[src/hdl/rmrq_pkg.sv]
// Package: shared constants and codes for the rotating multilevel run queue.
`default_nettype none

package rmrq_pkg;

    localparam int unsigned NUM_QUEUES_DEF  = 8;
    localparam int unsigned MAX_THREADS_DEF = 64;

    localparam int unsigned ID_W    = 6;
    localparam int unsigned CLS_W   = 3;
    localparam int unsigned QIDX_W  = 4;
    localparam int unsigned COUNT_W = 7;

    localparam logic [COUNT_W-1:0] COUNT_MAX = 7'd127;

    localparam logic CMD_ADD    = 1'b0;
    localparam logic CMD_CHOOSE = 1'b1;

    localparam logic [CLS_W-1:0] CLS_URGENT  = 3'd0;
    localparam logic [CLS_W-1:0] CLS_IO      = 3'd1;
    localparam logic [CLS_W-1:0] CLS_NORMAL  = 3'd6;
    localparam logic [CLS_W-1:0] CLS_INVALID = 3'd7;

endpackage

`default_nettype wire

[src/hdl/rmrq_ram.sv]
// Generic single-port RAM with registered read.
`default_nettype none

module rmrq_ram #(
    parameter int unsigned WIDTH = 8,
    parameter int unsigned DEPTH = 64
) (
    input  logic                     clk,
    input  logic                     we,
    input  logic [$clog2(DEPTH)-1:0] addr,
    input  logic [WIDTH-1:0]         wdata,
    output logic [WIDTH-1:0]         rdata
);

    logic [WIDTH-1:0] mem [DEPTH];

    always_ff @(posedge clk)
    begin
        if (we)
        begin
            mem[addr] <= wdata;
        end
        else
        begin
            rdata <= mem[addr];
        end
    end

endmodule

`default_nettype wire

[src/hdl/rmrq_find.sv]
// Rotating search: first non-empty queue at or after the pointer, wrapping.
`default_nettype none

module rmrq_find #(
    parameter int unsigned NUM_QUEUES = rmrq_pkg::NUM_QUEUES_DEF
) (
    input  logic [NUM_QUEUES-1:0]         mask,
    input  logic [$clog2(NUM_QUEUES)-1:0] ptr,
    output logic                          found,
    output logic [$clog2(NUM_QUEUES)-1:0] q
);

    localparam int unsigned QW = $clog2(NUM_QUEUES);
    localparam logic [QW:0] NQ_WIDE = (QW+1)'(NUM_QUEUES);

    logic [QW-1:0] idx [NUM_QUEUES];

    always_comb
    begin
        logic [QW:0] s;
        for (int i = 0; i < NUM_QUEUES; i++)
        begin
            s = {1'b0, ptr} + (QW+1)'(i);
            idx[i] = (s >= NQ_WIDE) ? QW'(s - NQ_WIDE) : s[QW-1:0];
        end
    end

    // lowest rotated position wins
    always_comb
    begin
        found = 1'b0;
        q     = '0;
        for (int i = NUM_QUEUES - 1; i >= 0; i--)
        begin
            if (mask[idx[i]])
            begin
                found = 1'b1;
                q     = idx[i];
            end
        end
    end

endmodule

`default_nettype wire

[src/hdl/rotating_multilevel_run_queue.sv]
// Top level: rotating multilevel run queue scheduler.
//
//   channel   signals                                     direction
//   input     in_valid/in_ready, cmd, thread_id,          into block
//             prio_class
//   output    out_valid/out_ready, chosen_id, idle,       out of block
//             queue_index, bad_class
//
// Each item is captured in the idle state; the execute state then updates the
// queue heads/tails and accesses the link RAM, and a new item is taken only
// back in idle. A pop that leaves the queue non-empty writes the new head from
// the link RAM read data in the following cycle, which overlaps the next capture.
// Reset clears all control state; links, heads and tails are undefined until
// written. A stalled output holds the block in its execute cycle.
`default_nettype none

module rotating_multilevel_run_queue #(
    parameter int unsigned NUM_QUEUES  = rmrq_pkg::NUM_QUEUES_DEF,
    parameter int unsigned MAX_THREADS = rmrq_pkg::MAX_THREADS_DEF
) (
    input  logic                        clk,
    input  logic                        rst_n,
    input  logic                        in_valid,
    output logic                        in_ready,
    input  logic                        cmd,
    input  logic [rmrq_pkg::ID_W-1:0]   thread_id,
    input  logic [rmrq_pkg::CLS_W-1:0]  prio_class,
    output logic                        out_valid,
    input  logic                        out_ready,
    output logic [rmrq_pkg::ID_W-1:0]   chosen_id,
    output logic                        idle,
    output logic [rmrq_pkg::QIDX_W-1:0] queue_index,
    output logic                        bad_class
);

    import rmrq_pkg::*;

    localparam int unsigned QW  = $clog2(NUM_QUEUES);
    localparam int unsigned TW  = $clog2(MAX_THREADS);
    localparam int unsigned QCW = $clog2(NUM_QUEUES + 1);
    localparam logic [QCW-1:0] URGENT_CODE = QCW'(NUM_QUEUES);
    localparam logic [QW:0]    NQ_WIDE     = (QW+1)'(NUM_QUEUES);

    localparam logic S_IDLE = 1'b0;
    localparam logic S_EXEC = 1'b1;

    function automatic logic [TW-1:0] wrap_id(input logic [ID_W-1:0] v);
        int unsigned r;
        r = 32'(v);
        for (int k = ID_W - 1; k >= 0; k--)
        begin
            if (r >= (MAX_THREADS << k))
            begin
                r = r - (MAX_THREADS << k);
            end
        end
        return TW'(r);
    endfunction

    logic                  state_reg;
    logic                  cmd_reg;
    logic [TW-1:0]         id_reg;
    logic [CLS_W-1:0]      cls_reg;

    logic [TW-1:0]         head_mem [NUM_QUEUES];
    logic [TW-1:0]         tail_mem [NUM_QUEUES];
    logic [TW-1:0]         uhead_reg;
    logic [TW-1:0]         utail_reg;
    logic                  urgent_ne_reg;
    logic [NUM_QUEUES-1:0] mask_reg;
    logic [QW-1:0]         ptr_reg;
    logic [COUNT_W-1:0]    count_reg;

    logic                  pend_valid_reg;
    logic                  pend_urg_reg;
    logic [QW-1:0]         pend_q_reg;

    logic                  out_valid_reg;
    logic [ID_W-1:0]       chosen_reg;
    logic                  idle_reg;
    logic [QIDX_W-1:0]     qidx_reg;
    logic                  bad_reg;

    logic                  find_found;
    logic [QW-1:0]         find_q;
    logic [QW-1:0]         add_off;
    logic [QW:0]           add_sum;
    logic [QW-1:0]         add_q;
    logic [QW-1:0]         q_sel;
    logic [TW-1:0]         sel_head;
    logic [TW-1:0]         sel_tail;
    logic                  sel_busy;
    logic                  fire;

    logic                  ram_we;
    logic [TW-1:0]         ram_addr;
    logic [TW-1:0]         ram_wdata;
    logic [TW-1:0]         ram_rdata;

    logic                  head_set;
    logic                  tail_set;
    logic                  uhead_set;
    logic                  utail_set;
    logic                  mask_set;
    logic                  mask_clr;
    logic                  urgent_clr;
    logic                  ptr_set;
    logic                  cnt_up;
    logic                  cnt_down;
    logic                  pend_next;
    logic                  pend_urg_next;
    logic [TW-1:0]         res_chosen;
    logic                  res_idle;
    logic [QCW-1:0]        res_q;
    logic                  res_bad;
    logic [COUNT_W-1:0]    count_next;

    rmrq_find #(
        .NUM_QUEUES (NUM_QUEUES)
    ) u_find (
        .mask  (mask_reg),
        .ptr   (ptr_reg),
        .found (find_found),
        .q     (find_q)
    );

    rmrq_ram #(
        .WIDTH (TW),
        .DEPTH (MAX_THREADS)
    ) u_link (
        .clk   (clk),
        .we    (ram_we & fire),
        .addr  (ram_addr),
        .wdata (ram_wdata),
        .rdata (ram_rdata)
    );

    assign in_ready = (state_reg == S_IDLE);
    assign fire     = (state_reg == S_EXEC) && (!out_valid_reg || out_ready);

    always_comb
    begin
        unique case (cls_reg)
            CLS_IO:     add_off = '0;
            CLS_NORMAL: add_off = QW'(NUM_QUEUES - 1);
            default:    add_off = QW'(cls_reg - 3'd1);
        endcase
    end

    assign add_sum  = {1'b0, ptr_reg} + {1'b0, add_off};
    assign add_q    = (add_sum >= NQ_WIDE) ? QW'(add_sum - NQ_WIDE) : add_sum[QW-1:0];
    assign q_sel    = (cmd_reg == CMD_CHOOSE) ? find_q : add_q;
    assign sel_head = head_mem[q_sel];
    assign sel_tail = tail_mem[q_sel];
    assign sel_busy = mask_reg[q_sel];

    always_comb
    begin
        ram_we        = 1'b0;
        ram_addr      = sel_head;
        ram_wdata     = id_reg;
        head_set      = 1'b0;
        tail_set      = 1'b0;
        uhead_set     = 1'b0;
        utail_set     = 1'b0;
        mask_set      = 1'b0;
        mask_clr      = 1'b0;
        urgent_clr    = 1'b0;
        ptr_set       = 1'b0;
        cnt_up        = 1'b0;
        cnt_down      = 1'b0;
        pend_next     = 1'b0;
        pend_urg_next = 1'b0;
        res_chosen    = '0;
        res_idle      = 1'b0;
        res_q         = '0;
        res_bad       = 1'b0;
        if (cmd_reg == CMD_ADD)
        begin
            priority if (cls_reg == CLS_INVALID)
            begin
                res_bad = 1'b1;
            end
            else if (cls_reg == CLS_URGENT)
            begin
                ram_we    = urgent_ne_reg;
                ram_addr  = utail_reg;
                uhead_set = !urgent_ne_reg;
                utail_set = 1'b1;
                cnt_up    = 1'b1;
                res_q     = URGENT_CODE;
            end
            else if (cls_reg == CLS_IO)
            begin
                ram_we    = sel_busy;
                ram_addr  = id_reg;
                ram_wdata = sel_head;
                tail_set  = !sel_busy;
                head_set  = 1'b1;
                mask_set  = 1'b1;
                cnt_up    = 1'b1;
                res_q     = QCW'(add_q);
            end
            else
            begin
                ram_we    = sel_busy;
                ram_addr  = sel_tail;
                head_set  = !sel_busy;
                tail_set  = 1'b1;
                mask_set  = 1'b1;
                cnt_up    = 1'b1;
                res_q     = QCW'(add_q);
            end
        end
        else
        begin
            priority if (urgent_ne_reg)
            begin
                ram_addr   = uhead_reg;
                res_chosen = uhead_reg;
                res_q      = URGENT_CODE;
                cnt_down   = 1'b1;
                if (uhead_reg == utail_reg)
                begin
                    urgent_clr = 1'b1;
                end
                else
                begin
                    pend_next     = 1'b1;
                    pend_urg_next = 1'b1;
                end
            end
            else if (find_found)
            begin
                res_chosen = sel_head;
                res_q      = QCW'(find_q);
                ptr_set    = 1'b1;
                cnt_down   = 1'b1;
                if (sel_head == sel_tail)
                begin
                    mask_clr = 1'b1;
                end
                else
                begin
                    pend_next = 1'b1;
                end
            end
            else
            begin
                res_idle = 1'b1;
            end
        end
    end

    always_comb
    begin
        count_next = count_reg;
        if (cnt_up && (count_reg != COUNT_MAX))
        begin
            count_next = count_reg + 1'b1;
        end
        else if (cnt_down && (count_reg != '0))
        begin
            count_next = count_reg - 1'b1;
        end
    end

    // heads, tails and links: no reset
    always_ff @(posedge clk)
    begin
        if (fire)
        begin
            if (head_set)
            begin
                head_mem[q_sel] <= id_reg;
            end
            if (tail_set)
            begin
                tail_mem[q_sel] <= id_reg;
            end
            if (uhead_set)
            begin
                uhead_reg <= id_reg;
            end
            if (utail_set)
            begin
                utail_reg <= id_reg;
            end
        end
        else if (pend_valid_reg)
        begin
            if (pend_urg_reg)
            begin
                uhead_reg <= ram_rdata;
            end
            else
            begin
                head_mem[pend_q_reg] <= ram_rdata;
            end
        end
    end

    always_ff @(posedge clk or negedge rst_n)
    begin
        if (!rst_n)
        begin
            state_reg      <= S_IDLE;
            cmd_reg        <= CMD_ADD;
            id_reg         <= '0;
            cls_reg        <= CLS_URGENT;
            urgent_ne_reg  <= 1'b0;
            mask_reg       <= '0;
            ptr_reg        <= '0;
            count_reg      <= '0;
            pend_valid_reg <= 1'b0;
            pend_urg_reg   <= 1'b0;
            pend_q_reg     <= '0;
            out_valid_reg  <= 1'b0;
            chosen_reg     <= '0;
            idle_reg       <= 1'b0;
            qidx_reg       <= '0;
            bad_reg        <= 1'b0;
        end
        else
        begin
            pend_valid_reg <= fire && pend_next;
            if (in_valid && in_ready)
            begin
                state_reg <= S_EXEC;
                cmd_reg   <= cmd;
                id_reg    <= wrap_id(thread_id);
                cls_reg   <= prio_class;
            end
            if (fire)
            begin
                state_reg      <= S_IDLE;
                out_valid_reg  <= 1'b1;
                chosen_reg     <= ID_W'(res_chosen);
                idle_reg       <= res_idle;
                qidx_reg       <= QIDX_W'(res_q);
                bad_reg        <= res_bad;
                count_reg      <= count_next;
                pend_urg_reg   <= pend_urg_next;
                pend_q_reg     <= q_sel;
                if (mask_set)
                begin
                    mask_reg[q_sel] <= 1'b1;
                end
                else if (mask_clr)
                begin
                    mask_reg[q_sel] <= 1'b0;
                end
                if (utail_set)
                begin
                    urgent_ne_reg <= 1'b1;
                end
                else if (urgent_clr)
                begin
                    urgent_ne_reg <= 1'b0;
                end
                if (ptr_set)
                begin
                    ptr_reg <= find_q;
                end
            end
            else if (out_valid_reg && out_ready)
            begin
                out_valid_reg <= 1'b0;
            end
        end
    end

    assign out_valid   = out_valid_reg;
    assign chosen_id   = chosen_reg;
    assign idle        = idle_reg;
    assign queue_index = qidx_reg;
    assign bad_class   = bad_reg;

    a_pend_in_idle: assert property (@(posedge clk) disable iff (!rst_n)
        pend_valid_reg |-> (state_reg == S_IDLE))
        else $error("head writeback pending outside idle");

    a_urgent_ptr: assert property (@(posedge clk) disable iff (!rst_n)
        (fire && (cmd_reg == CMD_CHOOSE) && urgent_ne_reg) |=> $stable(ptr_reg))
        else $error("urgent pop moved rotate pointer");

    a_idle_result: assert property (@(posedge clk) disable iff (!rst_n)
        (out_valid && idle) |-> ((chosen_id == '0) && (queue_index == '0) && !bad_class))
        else $error("idle result carries data");

    a_find_busy: assert property (@(posedge clk) disable iff (!rst_n)
        (fire && (cmd_reg == CMD_CHOOSE) && !urgent_ne_reg && find_found)
            |-> mask_reg[find_q])
        else $error("search picked an empty queue");

endmodule

`default_nettype wire

[config.mk]
export PLATFORM = sky130hd
export DESIGN_NAME = rotating_multilevel_run_queue
export DESIGN_NICKNAME = d
export VERILOG_FILES = /design/src/hdl/rmrq_pkg.sv /design/src/hdl/rmrq_ram.sv /design/src/hdl/rmrq_find.sv /design/src/hdl/rotating_multilevel_run_queue.sv
export SDC_FILE = /design/constraint.sdc
export NUM_CORES = 1
export LEC_CHECK = 0
export BUFFER_PORTS_ARGS = -buffer_cell sky130_fd_sc_hd__buf_4
export CAP_MARGIN = 10
export CORE_ASPECT_RATIO = 1.5
export CORE_UTILIZATION = 51
export CTS_CLUSTER_SIZE = 30
export DETAILED_ROUTE_END_ITERATION = 10
export PLACE_DENSITY = 0.67
export RECOVER_POWER = 25
export SLEW_MARGIN = 15
export SYNTH_ARGS = -nofsm -noshare
export SYNTH_HDL_FRONTEND = slang
export SYNTH_SLANG_ARGS = --single-unit
export TNS_END_PERCENT = 1
[constraint.sdc]
create_clock -name clk -period 7.2 [get_ports clk]
set_input_delay 0.36 -clock clk [delete_from_list [all_inputs] [get_ports clk]]
set_output_delay 0.36 -clock clk [all_outputs]
set_load 0.03 [all_outputs]
-- After elaboration in Yosys (flattened, before gate mapping)
Memory sizes are Yosys's and may differ from the RTL's. A register that Yosys moved wholly into a read port is not among the register bits.
Index checks and enable logic that the tools add are counted.
- div/mod/pow operators: 0
- multiply operators: 0
- bitwise operators: 5
- muxes and demuxes: 133
- $lt $le $gt $ge: 19
- reductions and logical operators: 23
- shift-type cells: 0
- $add $sub $neg: 18
- equal/unequal tests: 6
- operators by type and width (kind ; count):
    $mux 6 ; 17
    $mux 1 ; 79
    $mux 3 ; 20
    $lt 3x4->1 const B ; 9
    $ge 4x4->1 const B ; 8
    $sub 3x1->3 const B ; 10
    $bmux 1 s3 ; 9
    $add 3x3->4 const B ; 4
    $mux 4 ; 4
    $mux 8 ; 2
    $eq 6x6->1 ; 2
    $reduce_bool 2->1 ; 6
    $add 3x2->4 const B ; 2
    $and 8x8->8 ; 1
    $not 8->8 ; 1
    $or 8x8->8 ; 1
    $reduce_and 2->1 ; 4
    $eq 3x3->1 const B ; 2
    $pmux 3 s2 ; 1
    $reduce_or 6->1 ; 1
    $logic_and 1x1->1 ; 5
    $add 3x1->4 const B ; 1
    $add 3x3->4 ; 1
    $ge 3x4->1 const B ; 1
    10 further kinds ; 13
- output and inout port bits: 14
- bits of input ports: 14
- bits in writable memories: 480
- memories: 3
- bits in latches: 0
- register bits after elaboration: 53
- memory bits (read-only): 0
- memories (memory ; depth ; width ; read ports ; clocked after memory_dff ; wr ports ; line ; text):
    u_link.mem ; 64 ; 6 ; 1 ; 1 ; 1 ; rmrq_ram.sv:15 ; logic [WIDTH-1:0] mem [DEPTH];
    head_mem ; 8 ; 6 ; 1 ; 0 ; 1 ; rotating_multilevel_run_queue.sv:65 ; logic [TW-1:0] head_mem [NUM_QUEUES];
    tail_mem ; 8 ; 6 ; 1 ; 0 ; 1 ; rotating_multilevel_run_queue.sv:66 ; logic [TW-1:0] tail_mem [NUM_QUEUES];

-- Depth between registers and ports, before layout
- depth after elaboration: 25
- mapped depth: 28
- mapped depth without buffers: 20

-- Hierarchy
Synthesis repeated with hierarchy kept, for this count alone.
- cell total of the unflattened synthesis: 1535
- area total of the unflattened synthesis: 23283.6 µm²
- by module, submodules not included (module ; cells an instance ; sequential area each (µm²) ; instances ; area each (µm²)):
    rmrq_ram ; 923 ; 11711.2 ; 1 ; 15336.0
    rotating_multilevel_run_queue ; 517 ; 4269.1 ; 1 ; 7058.0
    rmrq_find ; 95 ; 0.0 ; 1 ; 889.6

-- Worst setup path after synthesis
OpenSTA, ideal clock, no wires.
- path type: register -> register
- from: register ptr_reg[0]
- to: memory u_link.mem[0][2] (netlist bit), data pin
- stages on the path, launching flop included: 19
- setup slack: 1.075 ns
- path buffers: 7
- library setup time: 0.549 ns
- arrival: 5.576 ns
- cell sequence: dfrtp_1 buf_6 buf_6 clkbuf_1 inv_1 ha_1 buf_2 buf_2 mux4_2 a21boi_0 a22oi_1 a2111o_1 o21a_1 buf_6 buf_6 nand2b_1 o221ai_2 a2bb2oi_2 a21oi_1
- word-level cells in the longest chain between the ends: 19
- elaborated cells on any way between the ends: 65
- classes of those cells: add/sub (17); order compare (9); mux (38); memory (1)
- RTL lines (element ; line ; text):
    start: declaration ; rotating_multilevel_run_queue.sv:71 ; logic [QW-1:0] ptr_reg;
    start signal: assignment ; rotating_multilevel_run_queue.sv:363 ; ptr_reg <= find_q;
    $add 3x3->4 ; rmrq_find.sv:23 ; s = {1'b0, ptr} + (QW+1)'(i);
    $ge 4x4->1 or $sub 3x1->3 (tied branches) ; rmrq_find.sv:24 ; idx[i] = (s >= NQ_WIDE) ? QW'(s - NQ_WIDE) : s[QW-1:0];
    $mux 3 ; rmrq_find.sv:24 ;
    $bmux 1 s3 ; rmrq_find.sv:35 ; if (mask[idx[i]])
    $mux 1 (implied by the code) ; rmrq_find.sv:35 ;
    $mux 3 (8 in a row) ; rmrq_find.sv:35 ;
    $mux 3 * ; rotating_multilevel_run_queue.sv:152 ; assign q_sel = (cmd_reg == CMD_CHOOSE) ? find_q : add_q;
    $mem_v2 8x6 * ; n/a ;
    $mux 6 * ; rotating_multilevel_run_queue.sv:193 ; else if (cls_reg == CLS_IO)
    $mux 6 * ; rotating_multilevel_run_queue.sv:184 ; else if (cls_reg == CLS_URGENT)
    $mux 6 * ; rotating_multilevel_run_queue.sv:180 ; priority if (cls_reg == CLS_INVALID)
    $mux 6 * ; rotating_multilevel_run_queue.sv:178 ; if (cmd_reg == CMD_ADD)
    named net ram_wdata[2] ; rotating_multilevel_run_queue.sv:97 ; logic [TW-1:0] ram_wdata;
    end: declaration ; rmrq_ram.sv:15 ;
The timed path passes the listed nets; every way through them passes the cells marked *. The select of a mux whose other input is x is not followed.

-- Worst setup path in the final report
- from: register ptr_reg[0]
- to: memory u_link.mem[45][0] (netlist bit), enable pin
- word-level cells in the longest chain between the ends: 22
- elaborated cells on any way between the ends: 75
- classes of those cells: add/sub (17); order compare (9); mux (46); bitwise (1); memory (2)
- RTL lines (element ; line ; text):
    $add 3x3->4 ; rmrq_find.sv:23 ;
    $ge 4x4->1 or $sub 3x1->3 (tied branches) ; rmrq_find.sv:24 ;
    $mux 3 ; rmrq_find.sv:24 ;
    $bmux 1 s3 ; rmrq_find.sv:35 ;
    $mux 1 (implied by the code) ; rmrq_find.sv:35 ;
    $mux 3 (8 in a row) ; rmrq_find.sv:35 ;
    $mux 3 * ; rotating_multilevel_run_queue.sv:152 ;
    $bmux 1 s3 ; rotating_multilevel_run_queue.sv:155 ; assign sel_busy = mask_reg[q_sel];
    $mux 1 (implied by the code) ; rotating_multilevel_run_queue.sv:155 ;
    $mux 1 ; rotating_multilevel_run_queue.sv:184 ;
    $mux 1 ; rotating_multilevel_run_queue.sv:180 ;
    $mux 1 ; rotating_multilevel_run_queue.sv:178 ;
    $and 1x1->1 ; rotating_multilevel_run_queue.sv:132 ; .we (ram_we & fire),
    $mux 1 ; rmrq_ram.sv:19 ; if (we)
    $mux 1 (implied by the code) ; rmrq_ram.sv:21 ; mem[addr] <= wdata;
Mark *: on every way between the ends. The rest lies on a longest branch, timed or not. The select of a mux whose other input is x is not followed.

==> metrics.csv <==
stage,metric,value,unit
outcome,status,"complete, but fails checks",
outcome,failed_checks,"max-capacitance violations, max-slew violations",
floorplan,dieArea,47500,sq um
synth,yosysMostFrequentCell,edfxtp_1,
drt,avgRoutedWirePerCell,26.1,um
timing,clock.fmax,140,MHz
worst_setup_path,cp.required,7.41,ns
clocking,clock_latency,0.60,ns
synth,avgSynthCellArea,12.9,sq um
global_routing,met3_usage,0.0373,
drt,ant_nets,0,
synth,ys_ff_latch,539,
placement,place.gp.congestion,0.924,
synth,synthTopCellsByCount,"edfxtp_1, nand2_1, nor2_1, nand3_1, mux2i_1",
synth,synthCells,1838,
global_routing,grt_antenna_before_repair,0,
worst_setup_path,crit_path_start_kind,flip-flop,
timing,worst_slew_pin_slew,2.36,ns
worst_hold_path,hp-start,prio_class[2],
final_layout,largest_register_ff_count,384,
synth,synth_area_leaders,"edfxtp_1, nand2_1, dfrtp_1",
synth,ys_types,91,
clocking,cts_tree,done,
timing,min_period,7.15,ns
final_layout,fin_nets,1876,
worst_setup_path,timing.rr.start,ptr_reg[0],
floorplan,die_x,178,um
global_routing,grt_overflow_total,0,
synth,synth_edf_count,498,
worst_setup_path,worst-r2r-cell-count,15,
clocking,post_cts_buffers,0,
floorplan,start_util,0.519,
synth,syn_area,23800,sq um
drt,vias,15700,
worst_setup_path,slowest_delay,0.81,ns
worst_hold_path,hold-path-endpoint,cls_reg[2],
worst_hold_path,worst_hold_path.num_cells,2,
global_routing,use_met1,0.323,
drt,drt_iter0_drc,1611,
drt,via_per_inst,6.32,
global_routing,grt_max_degree,65,
final_layout,area_growth,10.6,%
clocking,cts_buffer_depth,3,
timing,hold_viol,0,
floorplan,ios,28,
job,max_cap_viol_count,4,
final_layout,final_util,0.573,
global_routing,track_usage,0.278,
placement,placed_cells,2385,
floorplan,fp.dieH,267,um
global_routing,use_met2,0.490,
worst_setup_path,cp_slowest_cell,nand2_1,
final_layout,layout.cells.non_filler,2480,
timing,post-route-period-util,0.993,
timing,grt_setup_unrepaired,yes,
placement,hpwlAfterDp,41800,um
worst_setup_path,critPathKind,flip-flop to flip-flop,
timing,slew_headroom,-0.576,
global_routing,grt_busiest_layer,met2,
synth,yosys_warnings,0,
worst_setup_path,path_cells,"buf_4, ha_1, xnor2_1, mux4_2, mux2i_1, o311ai_2, a211oi_4, o21a_1, or4_1, o31a_1, nand4_2, a221o_4, a21oi_2, nand2_1, nor2_1",
placement,post_dp_cell_area,24600,sq um
synth,yosysSeqAreaShare,0.672,
floorplan,core,45900,sq um
global_routing,grt_first_pass_wirelength,97000,um
worst_hold_path,hp-class,input pin to flip-flop,
worst_setup_path,rr_endpoint,u_link.mem[45][0],
clocking,clk_pin_slew,0.06,ns
clocking,cts_buffers,49,
clocking,clock-root-buffer,clkbuf_16,
final_layout,reg_top3,"u_link.mem x384, head_mem x48, tail_mem x48",
synth,synth.largest_area_cell,edfxtp_1,
final_layout,drive_gt1_frac,0.116,
final_layout,final_area,26300,sq um
worst_setup_path,cp_max_fo,27,
drt,drc_errors,0,
worst_setup_path,crit_arrival,7.36,ns
placement,numPortBuffers,27,
synth,syn_nets,1861,
drt,drt-total-wl,64700,um
clocking,cts.htree.levels,2,
synth,synth-main-ff-cell,edfxtp_1,
timing,slew_violations,207,
synth,yosysTopAreaCellShare,0.629,
global_routing,grt_pass1_vias,15600,
worst_setup_path,reg2reg_slack,0.05,ns
floorplan,rows,96,
synth,async_reset_ff_frac,0.0761,
drt,drt_first_pass_iters,6,
final_layout,largest-register,u_link.mem,
timing,finalSetupViolCount,0,
worst_setup_path,cp-end-kind,flip-flop,
timing,fin_skew,0.0343,ns
final_layout,diodes,0,
clocking,clock-sinks,539,
cell type report:
class                   count  area [sq um]
well taps                 588           736
flip-flops and latches    539         16000
clock inverters            33           428
inverters                  17          63.8
clock buffers              57          1280
fillers                  3657         19600
multi-input cells        1163          7230
repair buffers             83           597
metrics by stage:
step	setup slack, ns	hold WS [ns]	TNS (ns)
after detailed placement	0.217	0.390	0
after global routing	-0.0725	0.0170	-2.04
final	0.0495	0.0197	0
after global placement	0.261	0.381	0
after floorplan	1.08	0.0644	0
after CTS	0.208	0.00240	0
worst max-delay path by stage:
stage | start | end | slack [ns] | depth (start not counted)
final | ptr_reg[0] | u_link.mem[45][0] | 0.05 | 15
after global routing | ptr_reg[0] | u_link.mem[44][5] | -0.07 | 15
after CTS | ptr_reg[1] | u_link.mem[44][5] | 0.21 | 14
after detailed placement | ptr_reg[1] | u_link.mem[44][5] | 0.22 | 14
after global placement | ptr_reg[1] | u_link.rdata[3] | 0.26 | 18
after floorplan | ptr_reg[0] | u_link.mem[0][2] | 1.08 | 18
routing by layer:
metal | vias to the layer above | wire length (um)
li1 | 6929 | -
met1 | 7767 | 23000
met2 | 788 | 33800
met3 | 190 | 4310
met4 | 0 | 3600
met5 | - | 0
logic make-up (layout without fill, tap and decap cells):
logic type               count (synthesis)  after routing  synth area share
AO/OA/AOI/OAI                          300            300            0.0921
XOR/XNOR                                16             16           0.00621
adder cells (fa/ha/maj)                  9              9           0.00505
buffers and inverters                  136            190            0.0293
flip-flops                             539            539             0.672
multiplexers                           119            119            0.0633
AND/OR/NAND/NOR                        719            719             0.132
layout by cell type, fill, tap and decap left out, types with 7 or more instances in the layout:
cell type	n
ha_1	7
edfxtp_1	498
mux4_2	20
clkinv_1	9
nand4_1	12
nor2_1	133
nand2_1	363
and3_1	25
dfrtp_1	41
nor3_1	23
inv_1	16
o41ai_1	8
mux2_2	24
clkbuf_1	26
a22oi_1	12
o22ai_1	11
a31oi_1	20
nor2b_1	7
o31ai_1	7
xnor2_1	10
nand2b_1	14
a221oi_1	9
a32oi_1	12
a311oi_1	17
clkbuf_16	50
mux2i_1	66
a21oi_1	48
buf_4	54
clkinv_2	7
o211ai_1	7
nand3_1	98
bufinv_16	9
o21ai_0	50
a21o_1	7
critical path, delay by kind of cell (launching register included):
family | cells | cell delay, ns
adders and majority gates | 1 | 0.32
DFF | 1 | 0.37
xor gates and xnor gates | 1 | 0.41
and+or+nand+nor | 4 | 1.89
AOI/OAI and AO/OA | 6 | 2.77
muxes | 2 | 0.74
buffers and inverters | 1 | 0.24
what timing repair did:
| item | in CTS | in global routing |
|---|---|---|
| setup endpoints to repair | 0 | 100 |
| endpoints found under the hold margin | 45 | 0 |
| hold buffers | 5 | 0 |
| gates resized for setup | 0 | 2 |
Power is left out: the tool's default activity adds up to more than one toggle a clock period on the data nets, which glitch-free logic cannot reach.
